$ cat src/rtl/acl_pkg.sv
//------------------------------------------------------------------------------
// acl_pkg
// Shared types, token codes, lexer modes and the keyword table.
//------------------------------------------------------------------------------
`default_nettype none

package acl_pkg;

    localparam int MAX_TOKEN_LEN   = 2048;
    localparam int KEYWORD_MAX_LEN = 10;
    localparam int LEN_W           = $clog2(MAX_TOKEN_LEN) + 1;
    localparam int NB_IDX_W        = $clog2(KEYWORD_MAX_LEN);
    localparam int KEY_W           = 8 * KEYWORD_MAX_LEN;
    localparam int KLEN_W          = $clog2(KEYWORD_MAX_LEN + 1);
    localparam logic [LEN_W-1:0] LEN_LIMIT = LEN_W'(MAX_TOKEN_LEN - 1);

    // configuration register indexes
    localparam logic [1:0] CFG_IMM = 2'd0;
    localparam logic [1:0] CFG_MEM = 2'd1;
    localparam logic [1:0] CFG_REG = 2'd2;

    // token codes
    localparam logic [6:0] T_ERROR = 7'd0;
    localparam logic [6:0] T_END   = 7'd1;
    localparam logic [6:0] T_INT   = 7'd2;
    localparam logic [6:0] T_STR   = 7'd3;
    localparam logic [6:0] T_NOT   = 7'd4;
    localparam logic [6:0] T_AND   = 7'd5;
    localparam logic [6:0] T_LPAR  = 7'd6;
    localparam logic [6:0] T_RPAR  = 7'd7;
    localparam logic [6:0] T_COMMA = 7'd8;
    localparam logic [6:0] T_DOT   = 7'd9;
    localparam logic [6:0] T_LT    = 7'd10;
    localparam logic [6:0] T_EQ    = 7'd11;
    localparam logic [6:0] T_GT    = 7'd12;
    localparam logic [6:0] T_AT    = 7'd13;
    localparam logic [6:0] T_LBRK  = 7'd14;
    localparam logic [6:0] T_RBRK  = 7'd15;
    localparam logic [6:0] T_NEQ   = 7'd16;
    localparam logic [6:0] T_LEQ   = 7'd17;
    localparam logic [6:0] T_GEQ   = 7'd18;

    // macro names in the keyword table
    localparam logic [7:0] MAC_FALSE = 8'h80;
    localparam logic [7:0] MAC_TRUE  = 8'h81;
    localparam logic [7:0] MAC_IMM   = 8'h82;
    localparam logic [7:0] MAC_MEM   = 8'h83;
    localparam logic [7:0] MAC_REG   = 8'h84;
    localparam logic [7:0] KW_NONE   = 8'h00;

    typedef enum logic [9:0] {
        M_IDLE    = 10'b00_0000_0001,
        M_OP2     = 10'b00_0000_0010,
        M_SIGN    = 10'b00_0000_0100,
        M_ZERO    = 10'b00_0000_1000,
        M_DIGITS  = 10'b00_0001_0000,
        M_HEXNEED = 10'b00_0010_0000,
        M_STR     = 10'b00_0100_0000,
        M_ESC     = 10'b00_1000_0000,
        M_NAME    = 10'b01_0000_0000,
        M_DEAD    = 10'b10_0000_0000
    } t_mode;

    typedef struct packed {
        logic        kind;
        logic [6:0]  token_code;
        logic [63:0] token_value;
        logic [7:0]  text_byte;
        logic        last;
    } t_res;

    typedef struct packed {
        t_mode            mode;
        logic [7:0]       pend;
        logic             neg;
        logic             hex;
        logic [63:0]      mag;
        logic [LEN_W-1:0] len;
    } t_lex;

    typedef struct packed {
        logic v0;
        logic v1;
        t_res r0;
        t_res r1;
    } t_push;

    typedef struct packed {
        logic [KEY_W-1:0]  txt;
        logic [KLEN_W-1:0] len;
        logic [7:0]        code;
    } t_kw;

    localparam int KW_COUNT = 62;

    localparam t_kw KW_TABLE [KW_COUNT] = '{
        '{"FALSE", 5, MAC_FALSE}, '{"IMM", 3, MAC_IMM}, '{"MEM", 3, MAC_MEM},
        '{"REG", 3, MAC_REG}, '{"TRUE", 4, MAC_TRUE},
        '{"addr", 4, 19}, '{"address", 7, 19}, '{"after", 5, 20}, '{"asm", 3, 21},
        '{"base", 4, 22}, '{"before", 6, 23}, '{"call", 4, 24}, '{"clean", 5, 25},
        '{"count", 5, 26}, '{"dst", 3, 27}, '{"false", 5, 28}, '{"imm", 3, 29},
        '{"instr", 5, 30}, '{"jump", 4, 31}, '{"len", 3, 32}, '{"length", 6, 32},
        '{"mem", 3, 33}, '{"mnemonic", 8, 34}, '{"naked", 5, 35}, '{"next", 4, 36},
        '{"offset", 6, 37}, '{"op", 2, 38}, '{"passthru", 8, 39},
        '{"plugin", 6, 40}, '{"print", 5, 41}, '{"r10", 3, 42}, '{"r11", 3, 43},
        '{"r12", 3, 44}, '{"r13", 3, 45}, '{"r14", 3, 46}, '{"r15", 3, 47},
        '{"r8", 2, 48}, '{"r9", 2, 49}, '{"random", 6, 50}, '{"rax", 3, 51},
        '{"rbp", 3, 52}, '{"rbx", 3, 53}, '{"rcx", 3, 54}, '{"rdi", 3, 55},
        '{"rdx", 3, 56}, '{"read", 4, 57}, '{"reg", 3, 58}, '{"replace", 7, 59},
        '{"return", 6, 60}, '{"rflags", 6, 61}, '{"rip", 3, 62}, '{"rsi", 3, 63},
        '{"rsp", 3, 64}, '{"size", 4, 65}, '{"src", 3, 66},
        '{"staticAddr", 10, 67}, '{"target", 6, 68}, '{"trampoline", 10, 69},
        '{"trap", 4, 70}, '{"true", 4, 71}, '{"type", 4, 72}, '{"write", 5, 73}
    };

    function automatic logic f_is_space(input logic [7:0] c);
        return (c == 8'h20) || (c >= 8'h09 && c <= 8'h0D);
    endfunction

    function automatic logic f_is_digit(input logic [7:0] c);
        return (c >= "0") && (c <= "9");
    endfunction

    function automatic logic f_is_alpha(input logic [7:0] c);
        return ((c >= "a") && (c <= "z")) || ((c >= "A") && (c <= "Z"));
    endfunction

    // digit value, bit 4 set when c is not a digit of the base
    function automatic logic [4:0] f_digit(input logic [7:0] c, input logic hex);
        logic [4:0] d;
        d = 5'd16;
        if (f_is_digit(c)) d = 5'(c - "0");
        else if (hex && c >= "a" && c <= "f") d = 5'(c - "a" + 8'd10);
        else if (hex && c >= "A" && c <= "F") d = 5'(c - "A" + 8'd10);
        return d;
    endfunction

    function automatic logic [6:0] f_single_op(input logic [7:0] c);
        logic [6:0] code;
        case (c)
            "!":     code = T_NOT;
            "&":     code = T_AND;
            "(":     code = T_LPAR;
            ")":     code = T_RPAR;
            ",":     code = T_COMMA;
            ".":     code = T_DOT;
            "<":     code = T_LT;
            "=":     code = T_EQ;
            ">":     code = T_GT;
            "@":     code = T_AT;
            "[":     code = T_LBRK;
            default: code = T_RBRK;
        endcase
        return code;
    endfunction

    function automatic logic [7:0] f_kw_code(input logic [KEY_W-1:0] key,
                                             input logic [KLEN_W-1:0] len);
        logic [7:0] code;
        code = KW_NONE;
        for (int k = 0; k < KW_COUNT; k++) begin
            if (KW_TABLE[k].txt == key && KW_TABLE[k].len == len) code = KW_TABLE[k].code;
        end
        return code;
    endfunction

    function automatic t_res f_tok(input logic [6:0] code, input logic [63:0] value);
        t_res r;
        r = '{kind: 1'b1, token_code: code, token_value: value, text_byte: 8'd0,
              last: 1'b0};
        return r;
    endfunction

    function automatic t_res f_txt(input logic [7:0] b);
        t_res r;
        r = '{kind: 1'b0, token_code: T_ERROR, token_value: 64'd0, text_byte: b,
              last: 1'b0};
        return r;
    endfunction

endpackage

`default_nettype wire

$ cat src/rtl/acl_ch_if.sv
//------------------------------------------------------------------------------
// acl_ch_if
// Character request channel.
//------------------------------------------------------------------------------
`default_nettype none

interface acl_ch_if;
    logic       valid;
    logic       ready;
    logic [7:0] ch;
    modport source (output valid, output ch, input ready);
    modport sink   (input valid, input ch, output ready);
endinterface

`default_nettype wire

$ cat src/rtl/acl_res_if.sv
//------------------------------------------------------------------------------
// acl_res_if
// Result request channel.
//------------------------------------------------------------------------------
`default_nettype none

interface acl_res_if;
    logic        valid;
    logic        ready;
    logic        kind;
    logic [6:0]  token_code;
    logic [63:0] token_value;
    logic [7:0]  text_byte;
    logic        last;
    modport source (output valid, output kind, output token_code, output token_value,
                    output text_byte, output last, input ready);
    modport sink   (input valid, input kind, input token_code, input token_value,
                    input text_byte, input last, output ready);
endinterface

`default_nettype wire

$ cat src/rtl/acl_cfg_if.sv
//------------------------------------------------------------------------------
// acl_cfg_if
// Configuration write channel.
//------------------------------------------------------------------------------
`default_nettype none

interface acl_cfg_if;
    logic       valid;
    logic       ready;
    logic [1:0] index;
    logic [7:0] data;
    modport source (output valid, output index, output data, input ready);
    modport sink   (input valid, input index, input data, output ready);
endinterface

`default_nettype wire

$ cat src/rtl/acl_lexer.sv
//------------------------------------------------------------------------------
// acl_lexer
// Lexer state, name buffer and the per-character step logic.
//------------------------------------------------------------------------------
`default_nettype none

module acl_lexer
    import acl_pkg::*;
(
    input  wire         i_clk,
    input  wire         i_rst_n,
    input  wire         i_fire,
    input  wire  [7:0]  i_ch,
    input  wire  [7:0]  i_imm_code,
    input  wire  [7:0]  i_mem_code,
    input  wire  [7:0]  i_reg_code,
    output t_push       o_push
);

    typedef struct packed {
        logic em;
        t_res r;
        t_lex st;
        logic nbw;
    } t_start;

    t_lex                r_st;
    t_lex                n_st;
    logic [7:0]          r_nb [KEYWORD_MAX_LEN];
    logic                nb_we;
    logic [NB_IDX_W-1:0] nb_idx;

    function automatic t_lex f_accum(input t_lex s, input logic [3:0] d);
        t_lex       o;
        logic [67:0] w;
        o = s;
        if (s.hex) w = {s.mag, 4'd0} + 68'(d);
        else       w = {1'b0, s.mag, 3'd0} + {3'd0, s.mag, 1'b0} + 68'(d);
        o.mag = (|w[67:64]) ? '1 : w[63:0];
        o.len = s.len + 1'b1;
        return o;
    endfunction

    function automatic t_start f_start(input logic [7:0] c, input t_lex s);
        t_start o;
        o.em       = 1'b0;
        o.r        = f_tok(T_ERROR, 64'd0);
        o.nbw      = 1'b0;
        o.st       = s;
        o.st.len   = '0;
        o.st.mag   = 64'd0;
        o.st.neg   = 1'b0;
        o.st.hex   = 1'b0;
        o.st.mode  = M_IDLE;
        if (c == 8'd0) begin
            o.em = 1'b1;
            o.r  = f_tok(T_END, 64'd0);
        end else if (f_is_space(c)) begin
            o.em = 1'b0;
        end else if (c == "[" || c == "]" || c == "@" || c == "," || c == "("
                     || c == ")" || c == "&" || c == ".") begin
            o.em = 1'b1;
            o.r  = f_tok(f_single_op(c), 64'd0);
        end else if (c == "!" || c == "<" || c == ">" || c == "=") begin
            o.st.pend = c;
            o.st.mode = M_OP2;
        end else if (c == "-" || c == "+") begin
            o.st.neg  = (c == "-");
            o.st.len  = LEN_W'(1);
            o.st.mode = M_SIGN;
        end else if (c == 8'h22) begin
            o.st.mode = M_STR;
        end else if (f_is_digit(c)) begin
            o.st.len  = LEN_W'(1);
            o.st.mag  = {56'd0, c - "0"};
            o.st.mode = (c == "0") ? M_ZERO : M_DIGITS;
        end else if (f_is_alpha(c) || c == "_") begin
            o.nbw     = 1'b1;
            o.st.len  = LEN_W'(1);
            o.st.mode = M_NAME;
            o.em      = 1'b1;
            o.r       = f_txt(c);
        end else begin
            o.em      = 1'b1;
            o.r       = f_tok(T_ERROR, 64'd0);
            o.st.mode = M_DEAD;
        end
        return o;
    endfunction

    // keyword lookup over the buffered name
    logic [KEY_W-1:0] kw_key;
    logic [7:0]       kw_code;
    t_res             name_tok;

    always_comb begin
        kw_key = '0;
        for (int i = 0; i < KEYWORD_MAX_LEN; i++) begin
            if (LEN_W'(i) < r_st.len) kw_key = {kw_key[KEY_W-9:0], r_nb[i]};
        end
        kw_code = (r_st.len <= LEN_W'(KEYWORD_MAX_LEN))
                  ? f_kw_code(kw_key, KLEN_W'(r_st.len)) : KW_NONE;
        case (kw_code)
            KW_NONE:   name_tok = f_tok(T_STR, 64'(r_st.len));
            MAC_FALSE: name_tok = f_tok(T_INT, 64'd0);
            MAC_TRUE:  name_tok = f_tok(T_INT, 64'd1);
            MAC_IMM:   name_tok = f_tok(T_INT, 64'(i_imm_code));
            MAC_MEM:   name_tok = f_tok(T_INT, 64'(i_mem_code));
            MAC_REG:   name_tok = f_tok(T_INT, 64'(i_reg_code));
            default:   name_tok = f_tok(kw_code[6:0], 64'd0);
        endcase
    end

    // step
    logic       e0, e1, do_start, do_fail;
    t_res       r0, r1;
    t_start     sr;
    logic [4:0] dg;
    logic [7:0] esc_c;
    logic [63:0] int_val;

    always_comb begin
        n_st     = r_st;
        e0       = 1'b0;
        e1       = 1'b0;
        r0       = f_tok(T_ERROR, 64'd0);
        r1       = f_tok(T_ERROR, 64'd0);
        do_start = 1'b0;
        do_fail  = 1'b0;
        nb_we    = 1'b0;
        nb_idx   = '0;
        dg       = f_digit(i_ch, r_st.hex);
        int_val  = r_st.neg ? (64'd0 - r_st.mag) : r_st.mag;
        esc_c    = i_ch;
        if (i_ch == "n")      esc_c = 8'h0A;
        else if (i_ch == "t") esc_c = 8'h09;
        else if (i_ch == "r") esc_c = 8'h0D;
        sr       = f_start(i_ch, r_st);

        case (r_st.mode)
            M_OP2: begin
                if (i_ch == "=") begin
                    e0 = 1'b1;
                    case (r_st.pend)
                        "!":     r0 = f_tok(T_NEQ, 64'd0);
                        "<":     r0 = f_tok(T_LEQ, 64'd0);
                        ">":     r0 = f_tok(T_GEQ, 64'd0);
                        default: r0 = f_tok(T_EQ, 64'd0);
                    endcase
                    n_st.mode = M_IDLE;
                end else begin
                    e0       = 1'b1;
                    r0       = f_tok(f_single_op(r_st.pend), 64'd0);
                    do_start = 1'b1;
                end
            end
            M_SIGN: begin
                if (f_is_digit(i_ch)) begin
                    n_st.mag  = {56'd0, i_ch - "0"};
                    n_st.len  = r_st.len + 1'b1;
                    n_st.mode = (i_ch == "0") ? M_ZERO : M_DIGITS;
                end else begin
                    do_fail = 1'b1;
                end
            end
            M_ZERO: begin
                if (i_ch == "x") begin
                    n_st.hex  = 1'b1;
                    n_st.len  = r_st.len + 1'b1;
                    n_st.mode = M_HEXNEED;
                end else if (!dg[4]) begin
                    n_st      = f_accum(r_st, dg[3:0]);
                    n_st.mode = M_DIGITS;
                end else begin
                    e0       = 1'b1;
                    r0       = f_tok(T_INT, int_val);
                    do_start = 1'b1;
                end
            end
            M_HEXNEED: begin
                if (!dg[4]) begin
                    n_st      = f_accum(r_st, dg[3:0]);
                    n_st.mode = M_DIGITS;
                end else begin
                    do_fail = 1'b1;
                end
            end
            M_DIGITS: begin
                if (!dg[4]) begin
                    if (r_st.len >= LEN_LIMIT) do_fail = 1'b1;
                    else                       n_st = f_accum(r_st, dg[3:0]);
                end else begin
                    e0       = 1'b1;
                    r0       = f_tok(T_INT, int_val);
                    do_start = 1'b1;
                end
            end
            M_STR, M_ESC: begin
                if (r_st.mode == M_STR && i_ch == 8'h22) begin
                    e0        = 1'b1;
                    r0        = f_tok(T_STR, 64'(r_st.len));
                    n_st.mode = M_IDLE;
                end else if (r_st.mode == M_STR && i_ch == 8'h5C) begin
                    n_st.mode = M_ESC;
                end else if (i_ch == 8'd0 || r_st.len >= LEN_LIMIT) begin
                    do_fail = 1'b1;
                end else begin
                    n_st.len  = r_st.len + 1'b1;
                    n_st.mode = M_STR;
                    e0        = 1'b1;
                    r0        = f_txt((r_st.mode == M_ESC) ? esc_c : i_ch);
                end
            end
            M_NAME: begin
                if (f_is_alpha(i_ch) || f_is_digit(i_ch) || i_ch == "_") begin
                    if (r_st.len >= LEN_LIMIT) begin
                        do_fail = 1'b1;
                    end else begin
                        nb_we    = (r_st.len < LEN_W'(KEYWORD_MAX_LEN));
                        nb_idx   = r_st.len[NB_IDX_W-1:0];
                        n_st.len = r_st.len + 1'b1;
                        e0       = 1'b1;
                        r0       = f_txt(i_ch);
                    end
                end else begin
                    e0       = 1'b1;
                    r0       = name_tok;
                    do_start = 1'b1;
                end
            end
            M_DEAD: begin
                if (i_ch == 8'd0) begin
                    e0        = 1'b1;
                    r0        = f_tok(T_END, 64'd0);
                    n_st.mode = M_IDLE;
                end
            end
            default: begin
                do_start = 1'b1;
            end
        endcase

        if (do_fail) begin
            e0 = 1'b1;
            r0 = f_tok(T_ERROR, 64'd0);
            if (i_ch == 8'd0) begin
                e1        = 1'b1;
                r1        = f_tok(T_END, 64'd0);
                n_st.mode = M_IDLE;
            end else begin
                n_st.mode = M_DEAD;
            end
        end

        if (do_start) begin
            n_st = sr.st;
            e1   = sr.em;
            r1   = sr.r;
            if (sr.nbw) begin
                nb_we  = 1'b1;
                nb_idx = '0;
            end
        end

        // pack results into the leading slots and flag the final one
        o_push.v0 = e0 | e1;
        o_push.v1 = e0 & e1;
        o_push.r0 = e0 ? r0 : r1;
        o_push.r1 = r1;
        if (e0 & e1) o_push.r1.last = 1'b1;
        else         o_push.r0.last = 1'b1;
    end

    always_ff @(posedge i_clk) begin
        if (!i_rst_n) begin
            r_st.mode <= M_IDLE;
            r_st.pend <= 8'd0;
            r_st.neg  <= 1'b0;
            r_st.hex  <= 1'b0;
            r_st.mag  <= 64'd0;
            r_st.len  <= '0;
        end else if (i_fire) begin
            r_st <= n_st;
        end
    end

    always_ff @(posedge i_clk) begin
        if (i_fire && nb_we) begin
            r_nb[nb_idx] <= i_ch;
        end
    end

endmodule

`default_nettype wire

$ cat src/rtl/acl_res_fifo.sv
//------------------------------------------------------------------------------
// acl_res_fifo
// Four-entry result queue, up to two pushes and one pop per cycle.
//------------------------------------------------------------------------------
`default_nettype none

module acl_res_fifo
    import acl_pkg::*;
(
    input  wire    i_clk,
    input  wire    i_rst_n,
    input  wire    i_push_en,
    input  t_push  i_push,
    output logic   o_room2,
    output logic   o_valid,
    output t_res   o_res,
    input  wire    i_pop
);

    t_res       r_mem [4];
    logic [1:0] r_wp;
    logic [1:0] r_rp;
    logic [2:0] r_cnt;
    logic       wr0, wr1, rd;

    assign wr0     = i_push_en & i_push.v0;
    assign wr1     = i_push_en & i_push.v1;
    assign o_valid = (r_cnt != 3'd0);
    assign rd      = o_valid & i_pop;
    assign o_room2 = (r_cnt <= 3'd2);
    assign o_res   = r_mem[r_rp];

    always_ff @(posedge i_clk) begin
        if (wr0) r_mem[r_wp] <= i_push.r0;
        if (wr1) r_mem[r_wp + 2'd1] <= i_push.r1;
    end

    always_ff @(posedge i_clk) begin
        if (!i_rst_n) begin
            r_wp  <= 2'd0;
            r_rp  <= 2'd0;
            r_cnt <= 3'd0;
        end else begin
            r_wp  <= r_wp + {1'b0, wr0} + {1'b0, wr1};
            r_rp  <= r_rp + {1'b0, rd};
            r_cnt <= r_cnt + {2'd0, wr0} + {2'd0, wr1} - {2'd0, rd};
        end
    end

endmodule

`default_nettype wire

$ cat src/rtl/action_string_lexer_core.sv
//------------------------------------------------------------------------------
// action_string_lexer_core
// Character-serial tokenizer for zero-terminated action strings.
//
// Usage:
//   i_in   : one character per request; a zero byte ends the string.
//   o_res  : echoed text bytes (kind 0) and completed tokens (kind 1);
//            last marks the final result caused by a character.
//   i_cfg  : writes the IMM, MEM and REG type codes (index 0, 1, 2);
//            always ready, write only while the lexer is idle.
// Path: a character is held in an input register, stepped through the
//   lexer once the result queue has room, and its results are written
//   into the result queue, whose head drives o_res.
// Throughput: one character per cycle. The lexer step takes a character
//   whenever the four-entry result queue has room for two results, so a
//   stream that yields at most one result per character runs at full rate;
//   characters that yield two results are paced by the output port.
// Reset: synchronous, active low; lexer idle between tokens, type codes 1,
//   2 and 3, input register and result queue empty.
// Stall: when o_res is held off the queue fills, the step stops and the
//   input register holds; i_in.ready then drops. Nothing is lost.
//------------------------------------------------------------------------------
`default_nettype none

module action_string_lexer_core
    import acl_pkg::*;
(
    input  wire        i_clk,
    input  wire        i_rst_n,
    acl_ch_if.sink     i_in,
    acl_res_if.source  o_res,
    acl_cfg_if.sink    i_cfg
);

    logic       r_in_vld;
    logic [7:0] r_ch;
    logic [7:0] r_imm;
    logic [7:0] r_mem;
    logic [7:0] r_reg;
    logic       room2;
    logic       fire;
    logic       in_take;
    t_push      push;
    t_res       head;

    // step the held character when the queue can take both possible results
    assign fire       = r_in_vld & room2;
    assign i_in.ready = ~r_in_vld | fire;
    assign in_take    = i_in.valid & i_in.ready;
    assign i_cfg.ready = 1'b1;

    always_ff @(posedge i_clk) begin
        if (!i_rst_n) begin
            r_in_vld <= 1'b0;
        end else if (in_take) begin
            r_in_vld <= 1'b1;
        end else if (fire) begin
            r_in_vld <= 1'b0;
        end
    end

    // hold the payload until the step consumes it
    always_ff @(posedge i_clk) begin
        if (in_take) r_ch <= i_in.ch;
    end

    // type code registers; writes beyond the list are dropped
    always_ff @(posedge i_clk) begin
        if (!i_rst_n) begin
            r_imm <= 8'd1;
            r_mem <= 8'd2;
            r_reg <= 8'd3;
        end else if (i_cfg.valid) begin
            case (i_cfg.index)
                CFG_IMM: r_imm <= i_cfg.data;
                CFG_MEM: r_mem <= i_cfg.data;
                CFG_REG: r_reg <= i_cfg.data;
                default: ;
            endcase
        end
    end

    acl_lexer u_lexer (
        .i_clk      (i_clk),
        .i_rst_n    (i_rst_n),
        .i_fire     (fire),
        .i_ch       (r_ch),
        .i_imm_code (r_imm),
        .i_mem_code (r_mem),
        .i_reg_code (r_reg),
        .o_push     (push)
    );

    acl_res_fifo u_fifo (
        .i_clk     (i_clk),
        .i_rst_n   (i_rst_n),
        .i_push_en (fire),
        .i_push    (push),
        .o_room2   (room2),
        .o_valid   (o_res.valid),
        .o_res     (head),
        .i_pop     (o_res.ready)
    );

    assign o_res.kind        = head.kind;
    assign o_res.token_code  = head.token_code;
    assign o_res.token_value = head.token_value;
    assign o_res.text_byte   = head.text_byte;
    assign o_res.last        = head.last;

endmodule

`default_nettype wire
$ cat src/flat_wrapper.sv
// flat-port wrapper written by rule: the top's interface ports become plain ports
module action_string_lexer_core_flat import acl_pkg::*;
  (i_clk, i_rst_n, i_in_valid, i_in_ch, i_in_ready, o_res_valid, o_res_kind, o_res_token_code, o_res_token_value, o_res_text_byte, o_res_last, o_res_ready, i_cfg_valid, i_cfg_index, i_cfg_data, i_cfg_ready);
  acl_ch_if i_in_i ();
  acl_res_if o_res_i ();
  acl_cfg_if i_cfg_i ();
  input  wire i_clk;
  input  wire i_rst_n;
  input wire logic [$bits(i_in_i.valid)-1:0] i_in_valid;
  input wire logic [$bits(i_in_i.ch)-1:0] i_in_ch;
  output wire logic [$bits(i_in_i.ready)-1:0] i_in_ready;
  output wire logic [$bits(o_res_i.valid)-1:0] o_res_valid;
  output wire logic [$bits(o_res_i.kind)-1:0] o_res_kind;
  output wire logic [$bits(o_res_i.token_code)-1:0] o_res_token_code;
  output wire logic [$bits(o_res_i.token_value)-1:0] o_res_token_value;
  output wire logic [$bits(o_res_i.text_byte)-1:0] o_res_text_byte;
  output wire logic [$bits(o_res_i.last)-1:0] o_res_last;
  input wire logic [$bits(o_res_i.ready)-1:0] o_res_ready;
  input wire logic [$bits(i_cfg_i.valid)-1:0] i_cfg_valid;
  input wire logic [$bits(i_cfg_i.index)-1:0] i_cfg_index;
  input wire logic [$bits(i_cfg_i.data)-1:0] i_cfg_data;
  output wire logic [$bits(i_cfg_i.ready)-1:0] i_cfg_ready;
  assign i_in_i.valid = i_in_valid;
  assign i_in_i.ch = i_in_ch;
  assign i_in_ready = i_in_i.ready;
  assign o_res_valid = o_res_i.valid;
  assign o_res_kind = o_res_i.kind;
  assign o_res_token_code = o_res_i.token_code;
  assign o_res_token_value = o_res_i.token_value;
  assign o_res_text_byte = o_res_i.text_byte;
  assign o_res_last = o_res_i.last;
  assign o_res_i.ready = o_res_ready;
  assign i_cfg_i.valid = i_cfg_valid;
  assign i_cfg_i.index = i_cfg_index;
  assign i_cfg_i.data = i_cfg_data;
  assign i_cfg_ready = i_cfg_i.ready;
  action_string_lexer_core u_core (.i_clk(i_clk), .i_rst_n(i_rst_n), .i_in(i_in_i), .o_res(o_res_i), .i_cfg(i_cfg_i));
endmodule
$ cat config.mk
export PLATFORM = sky130hd
export DESIGN_NAME = action_string_lexer_core_flat
export DESIGN_NICKNAME = d
export VERILOG_FILES = /design/src/rtl/acl_pkg.sv /design/src/rtl/acl_ch_if.sv /design/src/rtl/acl_res_if.sv /design/src/rtl/acl_cfg_if.sv /design/src/rtl/acl_lexer.sv /design/src/rtl/acl_res_fifo.sv /design/src/rtl/action_string_lexer_core.sv /design/src/flat_wrapper.sv
export SDC_FILE = /design/constraint.sdc
export NUM_CORES = 2
export LEC_CHECK = 0
export ABC_AREA = 1
export BUFFER_PORTS_ARGS = -buffer_cell sky130_fd_sc_hd__buf_2
export CAP_MARGIN = 0
export CORE_MARGIN = 10
export CORE_UTILIZATION = 55
export DETAILED_ROUTE_END_ITERATION = 7
export PLACE_DENSITY = 0.72
export SLEW_MARGIN = 25
export SYNTH_ARGS = -nofsm -noshare
export SYNTH_HDL_FRONTEND = slang
export SYNTH_SLANG_ARGS = --single-unit
$ cat constraint.sdc
create_clock -name i_clk -period 9.2 [get_ports i_clk]
set_input_delay 0.92 -clock i_clk [delete_from_list [all_inputs] [get_ports i_clk]]
set_output_delay 0.92 -clock i_clk [all_outputs]
set_load 0.1 [all_outputs]
# ---- Word-level counts from Yosys, hierarchy flattened
# Memory sizes are Yosys's and may differ from the RTL's. A register that Yosys moved wholly into a read port is not among the register bits.
# Index checks and enable logic that the tools add are counted.
# W data, S select, Z words.
dict set report totals {
  input_bits 23
  register_bits 136
  mem_count 2
  ram_bits 404
}
dict set report classes {
  n_reduce_logical 114
  n_eq_ne 141
  bitwise_logic 12
  mux 220
  n_addsub 17
  magnitude_cmp 24
}
# name words width rd rd_ports_with_merged_regs write_ports line_no
set memory_table {}
lappend memory_table {u_core.u_fifo.r_mem 4 81 1 1 2 acl_res_fifo.sv:20} ;# t_res r_mem [4];
lappend memory_table {u_core.u_lexer.r_nb 10 8 10 0 1 acl_lexer.sv:29} ;# logic [7:0] r_nb [KEYWORD_MAX_LEN];
# cell count
set ops {}
lappend ops {{$eq A23 B80 Y1 const A} 25}
lappend ops {{$eq A31 B80 Y1 const A} 11}
lappend ops {{$mux W81} 10}
lappend ops {{$eq A39 B80 Y1 const A} 9}
lappend ops {{$mux W80} 9}
lappend ops {{$mux W92} 7}
lappend ops {{$eq A47 B80 Y1 const A} 8}
lappend ops {{$mux W8} 71}
lappend ops {{$mux W68} 8}
lappend ops {{$mux W82} 6}
lappend ops {{$pmux W81 S6} 1}
lappend ops {{$pmux W80 S6} 1}
lappend ops {{$mux W64} 5}
lappend ops {{$mux W96} 3}
lappend ops {{$pmux W64 S4} 1}
lappend ops {{$eq A15 B80 Y1 const A} 3}
lappend ops {{$pmux W78 S3} 1}
lappend ops {{$mux W76} 3}
lappend ops {{$eq A8 B6 Y1 const B} 23}
lappend ops {{$eq A55 B80 Y1 const A} 2}
lappend ops {{$eq A63 B80 Y1 const A} 2}
lappend ops {{$eq A79 B80 Y1 const A} 2}
lappend ops {{$mux W75} 2}
lappend ops {{$add A68 B4 Y68} 2}
lappend ops {{other kinds (84)} 313}

# ---- Logic depth before layout (Yosys ltp)
dict set report logic_depth {
  word_depth 83
  mapped_depth 50
  ltp_nobuf 48
}

# ---- Hierarchy
# A second synthesis with hierarchy kept.
dict set report unflattened {
  hier_cells 6999
  hier_area_um2 45967.8
}
# module seq_area_each_um2 instances cells_each area_per_inst_um2
set by_module_without_submodules {}
lappend by_module_without_submodules {acl_lexer 4324.1 1 4431 26281.5}
lappend by_module_without_submodules {acl_res_fifo 9869.5 1 2400 18358.9}
lappend by_module_without_submodules {action_string_lexer_core 740.7 1 168 1327.5}

# ---- Worst setup path after synthesis
# No wires, ideal clock.
dict set report synth_path {
  path_type {flip-flop to flip-flop}
  from {reg u_core.r_ch[0]}
  to {reg u_core.u_lexer.r_st[69] (netlist bit)}
  path_slack_ns 2.242
  n_path_buf 2
  arrival_time_ns 6.826
  stages_incl_launch_ff 47
  required_ns 9.068
  setup_time_ns 0.132
  path_cell_list {edfxtp_1 -> clkbuf_1 -> inv_1 -> ha_1 -> inv_1 -> o21ai_0 -> o21ai_0 -> nand2_1 -> inv_1 -> o21ai_0 -> or2_2 -> nand3_1 -> fa_1 -> inv_1 -> ha_1 -> nand3_1 -> nand2_1 -> a21oi_1 -> [11 not listed] -> a21boi_1 -> o21ai_2 -> a21boi_2 -> o21ai_2 -> a21boi_2 -> o21ai_1 -> a21oi_2 -> o21ai_1 -> nand3_1 -> nand3_1 -> or2_1 -> nand2_1 -> nand2_2 -> o21ai_4 -> buf_6 -> o211ai_1 -> nand2_1 -> a21oi_1}
}
dict set report synth_via {
  elab_chain_len 17
  elab_cells_between_ends 65
  cone_classes {add/sub: 7; order compare: 8; eq/ne: 9; mux: 26; reduce/logical: 15}
}
# element line_no
set synth_lines {}
lappend synth_lines {{start: declaration} action_string_lexer_core.sv:36} ;# logic [7:0] r_ch;
lappend synth_lines {{start signal: assignment} action_string_lexer_core.sv:64} ;# if (in_take) r_ch <= i_in.ch;
lappend synth_lines {{branches (longest 17 deep; another with $add A68 B4 Y68)} -}
lappend synth_lines {{end signal: assignment} acl_lexer.sv:283} ;# r_st <= n_st;
lappend synth_lines {{end: declaration} acl_lexer.sv:27} ;# t_lex r_st;
# Parallel ways; which one is timed is not known. The select of a mux whose other input is x is not followed.
# A chain may end at the register's enable or synchronous reset.

# ---- Worst setup path after layout
dict set report layout_path {
  from {reg u_core.r_ch[7]}
  to {reg u_core.u_lexer.r_st[39] (netlist bit)}
}
dict set report layout_via {
  elab_chain_len 17
  elab_cells_between_ends 60
  cone_classes {add/sub: 2; order compare: 8; eq/ne: 9; mux: 26; reduce/logical: 15}
}
# element line_no
set layout_lines {}
lappend layout_lines {{$ge A8 B7 Y1} {acl_pkg.sv:125, acl_pkg.sv:134}}
lappend layout_lines {{$logic_and A1 B1 Y1 (2 in a row)} acl_pkg.sv:134} ;# else if (hex && c >= "A" && c <= "F") d = 5'(c - "A" + 8'd10);
lappend layout_lines {{$mux W5} acl_pkg.sv:134}
lappend layout_lines {{$mux W5} acl_pkg.sv:133} ;# else if (hex && c >= "a" && c <= "f") d = 5'(c - "a" + 8'd10);
lappend layout_lines {{$mux W5} acl_pkg.sv:132} ;# if (f_is_digit(c)) d = 5'(c - "0");
lappend layout_lines {{$add A68 B4 Y68 (on tied branches)} {acl_lexer.sv:38, acl_lexer.sv:37}}
lappend layout_lines {{$mux W68} acl_lexer.sv:37} ;# if (s.hex) w = {s.mag, 4'd0} + 68'(d);
lappend layout_lines {{$mux W68 (on tied branches)} {acl_lexer.sv:190, acl_lexer.sv:171, acl_lexer.sv:181}}
lappend layout_lines {{$mux W68 (on tied branches)} {acl_lexer.sv:189, acl_lexer.sv:167}}
lappend layout_lines {{$mux W68} acl_lexer.sv:140} ;# case (r_st.mode)
lappend layout_lines {{$reduce_or A4 Y1} acl_lexer.sv:39} ;# o.mag = (|w[67:64]) ? '1 : w[63:0];
lappend layout_lines {{$mux W64} acl_lexer.sv:39}
lappend layout_lines {{$mux W76 or $mux W96 (tied branches)} {acl_lexer.sv:190, acl_lexer.sv:171}}
lappend layout_lines {{$mux W76 or $mux W64 (tied branches)} {acl_lexer.sv:189, acl_lexer.sv:167}}
lappend layout_lines {{$pmux W64 S4} acl_lexer.sv:140}
lappend layout_lines {{$mux W96} acl_lexer.sv:255} ;# if (do_start) begin
# Parallel ways exist; a longest one is shown, timed or not. The select of a mux whose other input is x is not followed.

==> run_results.csv <==
group,metric,value,unit
detailed_routing,drtIter0Drc,4657,
clock_tree,cts_buffers,59,
cells_and_area,area_growth,7.68,%
cells_and_area,nNetsFinal,5714,
hold_path,hp-class,"register to register",
synth,synthTopCellsByArea,"dfxtp_1, nand2_1, edfxtp_1, o21ai_0, nor2_1",
run_status,status,"finished, final reports clean",
place,dp_hpwl,104000,um
sta,setup_tns,0,ns
floorplanning,rows,95,
floorplanning,die_w,280,um
cells_and_area,seq_area,12300,um2
clock_tree,ctsRootBufferMaster,"clkbuf_16",
global_route,grt_pass1_wl,217000,um
sta,tightest_slew,1.10,ns
clock_tree,htreeDepth,2,
worst_setup_path,cp-start-kind,"register",
flow_run,maxCapViolCount,0,
clock_tree,postCtsSetupRepairBufs,0,
sta,setup_violations,0,
sta,max_freq,120,MHz
cells_and_area,multi_input_area,21600,um2
worst_setup_path,crit_type,"register to register",
synth,yosys-top-cells-count,"nand2_1, nor2_1, o21ai_0",
floorplanning,dieArea,78200,um2
synth,yosysTopAreaCell,"dfxtp_1",
place,portBuffers,105,
synth,yosys_warnings,0,
cells_and_area,stdcell_count,6464,
sta,final.period_utilization,90.8,%
cells_and_area,layout-drive-gt1-share,8.08,%
synth,synth.distinct_cells,80,
floorplanning,io_pins,107,
worst_setup_path,end_kind,"register",
sta,finClkSkew,0.0774,ns
worst_setup_path,max_stage_delay,0.72,ns
synth,synth_area,37100,um2
power,ir_drop,0.318,mV
synth,synth-edff-count,144,
global_route,grt_antenna_before_repair,2,
global_route,grt_pass1_vias,36300,
detailed_routing,vias,39800,
clock_tree,cts_resized,0,
cells_and_area,diodes,0,
clock_tree,cts.sinks,540,
synth,syn_avg_cell_area,6.64,um2
synth,synth_ff_type,"dfxtp_1",
global_route,grt_max_degree,94,
detailed_routing,vias_per_cell,6.16,
cells_and_area,largest-register,"u_core.u_fifo.r_mem",
power,p_total,8.27,mW
detailed_routing,totalWireLength,142000,um
detailed_routing,ant_nets,0,
worst_setup_path,critPathArrivalTime,8.87,ns
global_route,groute.usage.overall,34.8,%
place,place_congestion,1.09,
clock_tree,clk_pin_slew,0.06,ns
sta,relSlewSlack,26.1,%
clock_tree,clk_latency,0.66,ns
floorplanning,dieHeight,280,um
worst_setup_path,worst-path-max-fanout,37,
global_route,grt-ovfl-total,0,
cells_and_area,top_regs,"u_core.u_fifo.r_mem x324, u_core.u_lexer.r_st x96, u_core.u_lexer.r_nb x80",
sta,finalMaxSlewViolations,0,
power,cellPowerDensity,207,nW/um2
cells_and_area,largest_reg_flops,324,
detailed_routing,dr.pass1.iters,6,
synth,synth.top_cell.area_share,21.4,%
sta,finalCriticalPeriod,8.36,ns
synth,async_reset_ff_share,0,%
place,placed_cells,6355,
worst_setup_path,slowest_stage,"edfxtp_1",
clock_tree,cts_tree,"built",
floorplanning,core_area,67000,um2
worst_setup_path,worst_path_most_repeated_cell,"nand2_1",
synth,ys_ff_latch,540,
synth,yosysMostFrequentCell,"nand2_1",
clock_tree,clk_path_buf_depth,3,
cells_and_area,fillers,6746,
clock_tree,postCtsHoldBufs,0,
synth,synth.net_count,5751,
sta,hold_viol,0,
worst_setup_path,required,9.71,ns
sta,rsz0062_at_grt,"false",
power,p_leak,16.9,nW
synth,yosysSeqAreaShare,33.0,%
floorplanning,initial_utilization,55.3,%
detailed_routing,post-route-drc-count,0,
detailed_routing,wl_per_cell,21.9,um
synth,synthCells,5580,
[through the flow]
step | hold WS [ns] | setup slack, ns | instance area, um2 | util (%)
global route | 0.463 | 0.0363 | 39900 | 59.6
CTS | 0.451 | 0.978 | 39900 | 59.5
global placement | 0.432 | 1.20 | 38000 | 56.6
detailed placement | 0.435 | 0.989 | 38000 | 56.6
finish | 0.450 | 0.842 | 39900 | 59.6
floorplan | 0.421 | 2.24 | 37100 | -
[report_power, final]
| group | leakage, nW | internal, mW | switching (mW) |
|---|---|---|---|
| logic | 11.4 | 0.558 | 2.68 |
| registers | 4.52 | 2.53 | 0.111 |
| clock network | 0.959 | 1.37 | 1.02 |
[final timing paths]
check,from,to,slack (ns),depth (start not counted)
max,u_core.r_ch[7]$_DFFE_PP_,u_core.u_lexer.r_st[39]$_SDFFE_PN0P_,0.84,44
max reg2reg,u_core.r_ch[7]$_DFFE_PP_,u_core.u_lexer.r_st[39]$_SDFFE_PN0P_,0.84,44
min,u_core.u_fifo.r_mem[2][14]$_SDFFE_PP0P_,u_core.u_fifo.r_mem[2][14]$_SDFFE_PP0P_,0.45,2
min reg2reg,u_core.u_fifo.r_mem[2][14]$_SDFFE_PP0P_,u_core.u_fifo.r_mem[2][14]$_SDFFE_PP0P_,0.45,2
[worst max-delay path, delay by kind of cell, from the launching register on]
family / cells / cell delay, ns
flops: 1 / 0.72
fa+ha+maj: 2 / 0.85
simple gates: 15 / 2.02
compound gates: 22 / 3.75
buf+inv: 5 / 0.82
[layout by cell type (no fill, tap or decap), types with 46 or more instances in the layout]
cell type and count:
ha_1 143, inv_2 62, o21ai_1 46, a21oi_1 249
o21ai_0 590, nor3_1 116, o22ai_1 132, nor2_1 624
edfxtp_1 144, clkbuf_16 59, nand3_1 470, o211ai_1 62
nand4_1 134, buf_2 105, buf_4 61, dfxtp_1 394
inv_1 446, xor2_1 49, nand2_1 1327
[layer usage]
metal | wire, um | up-vias | GRT usage (%)
li1 | - | 18900 | -
met1 | 58200 | 18700 | 45.2
met2 | 63900 | 1896 | 55.4
met3 | 11700 | 337 | 5.47
met4 | 7960 | 4 | 18.0
met5 | 24 | - | 0
[cell type report]
cell class | instances | share of cell area (%)
clock buffers | 78 | 4.09
clock inverters | 31 | 0.834
inverters | 520 | 4.91
multi-input cells | 4255 | 54.2
flip-flops and latches | 540 | 30.7
well taps | 873 | 2.74
repair buffers | 167 | 2.51
[cells by family (layout without fill, tap and decap cells)]
kind of cell             Yosys count  after routing  synth area share (%)
AO/OA/AOI/OAI                   1207           1207                  18.4
XOR/XNOR                          75             75                  1.77
adder cells (fa/ha/maj)          148            148                  5.10
buffers and inverters            785            796                  8.65
flip-flops                       540            540                  33.0
other                              1              1                0.0101
AND/OR/NAND/NOR                 2824           2824                  33.1
Power figures use the tool's default switching activity.
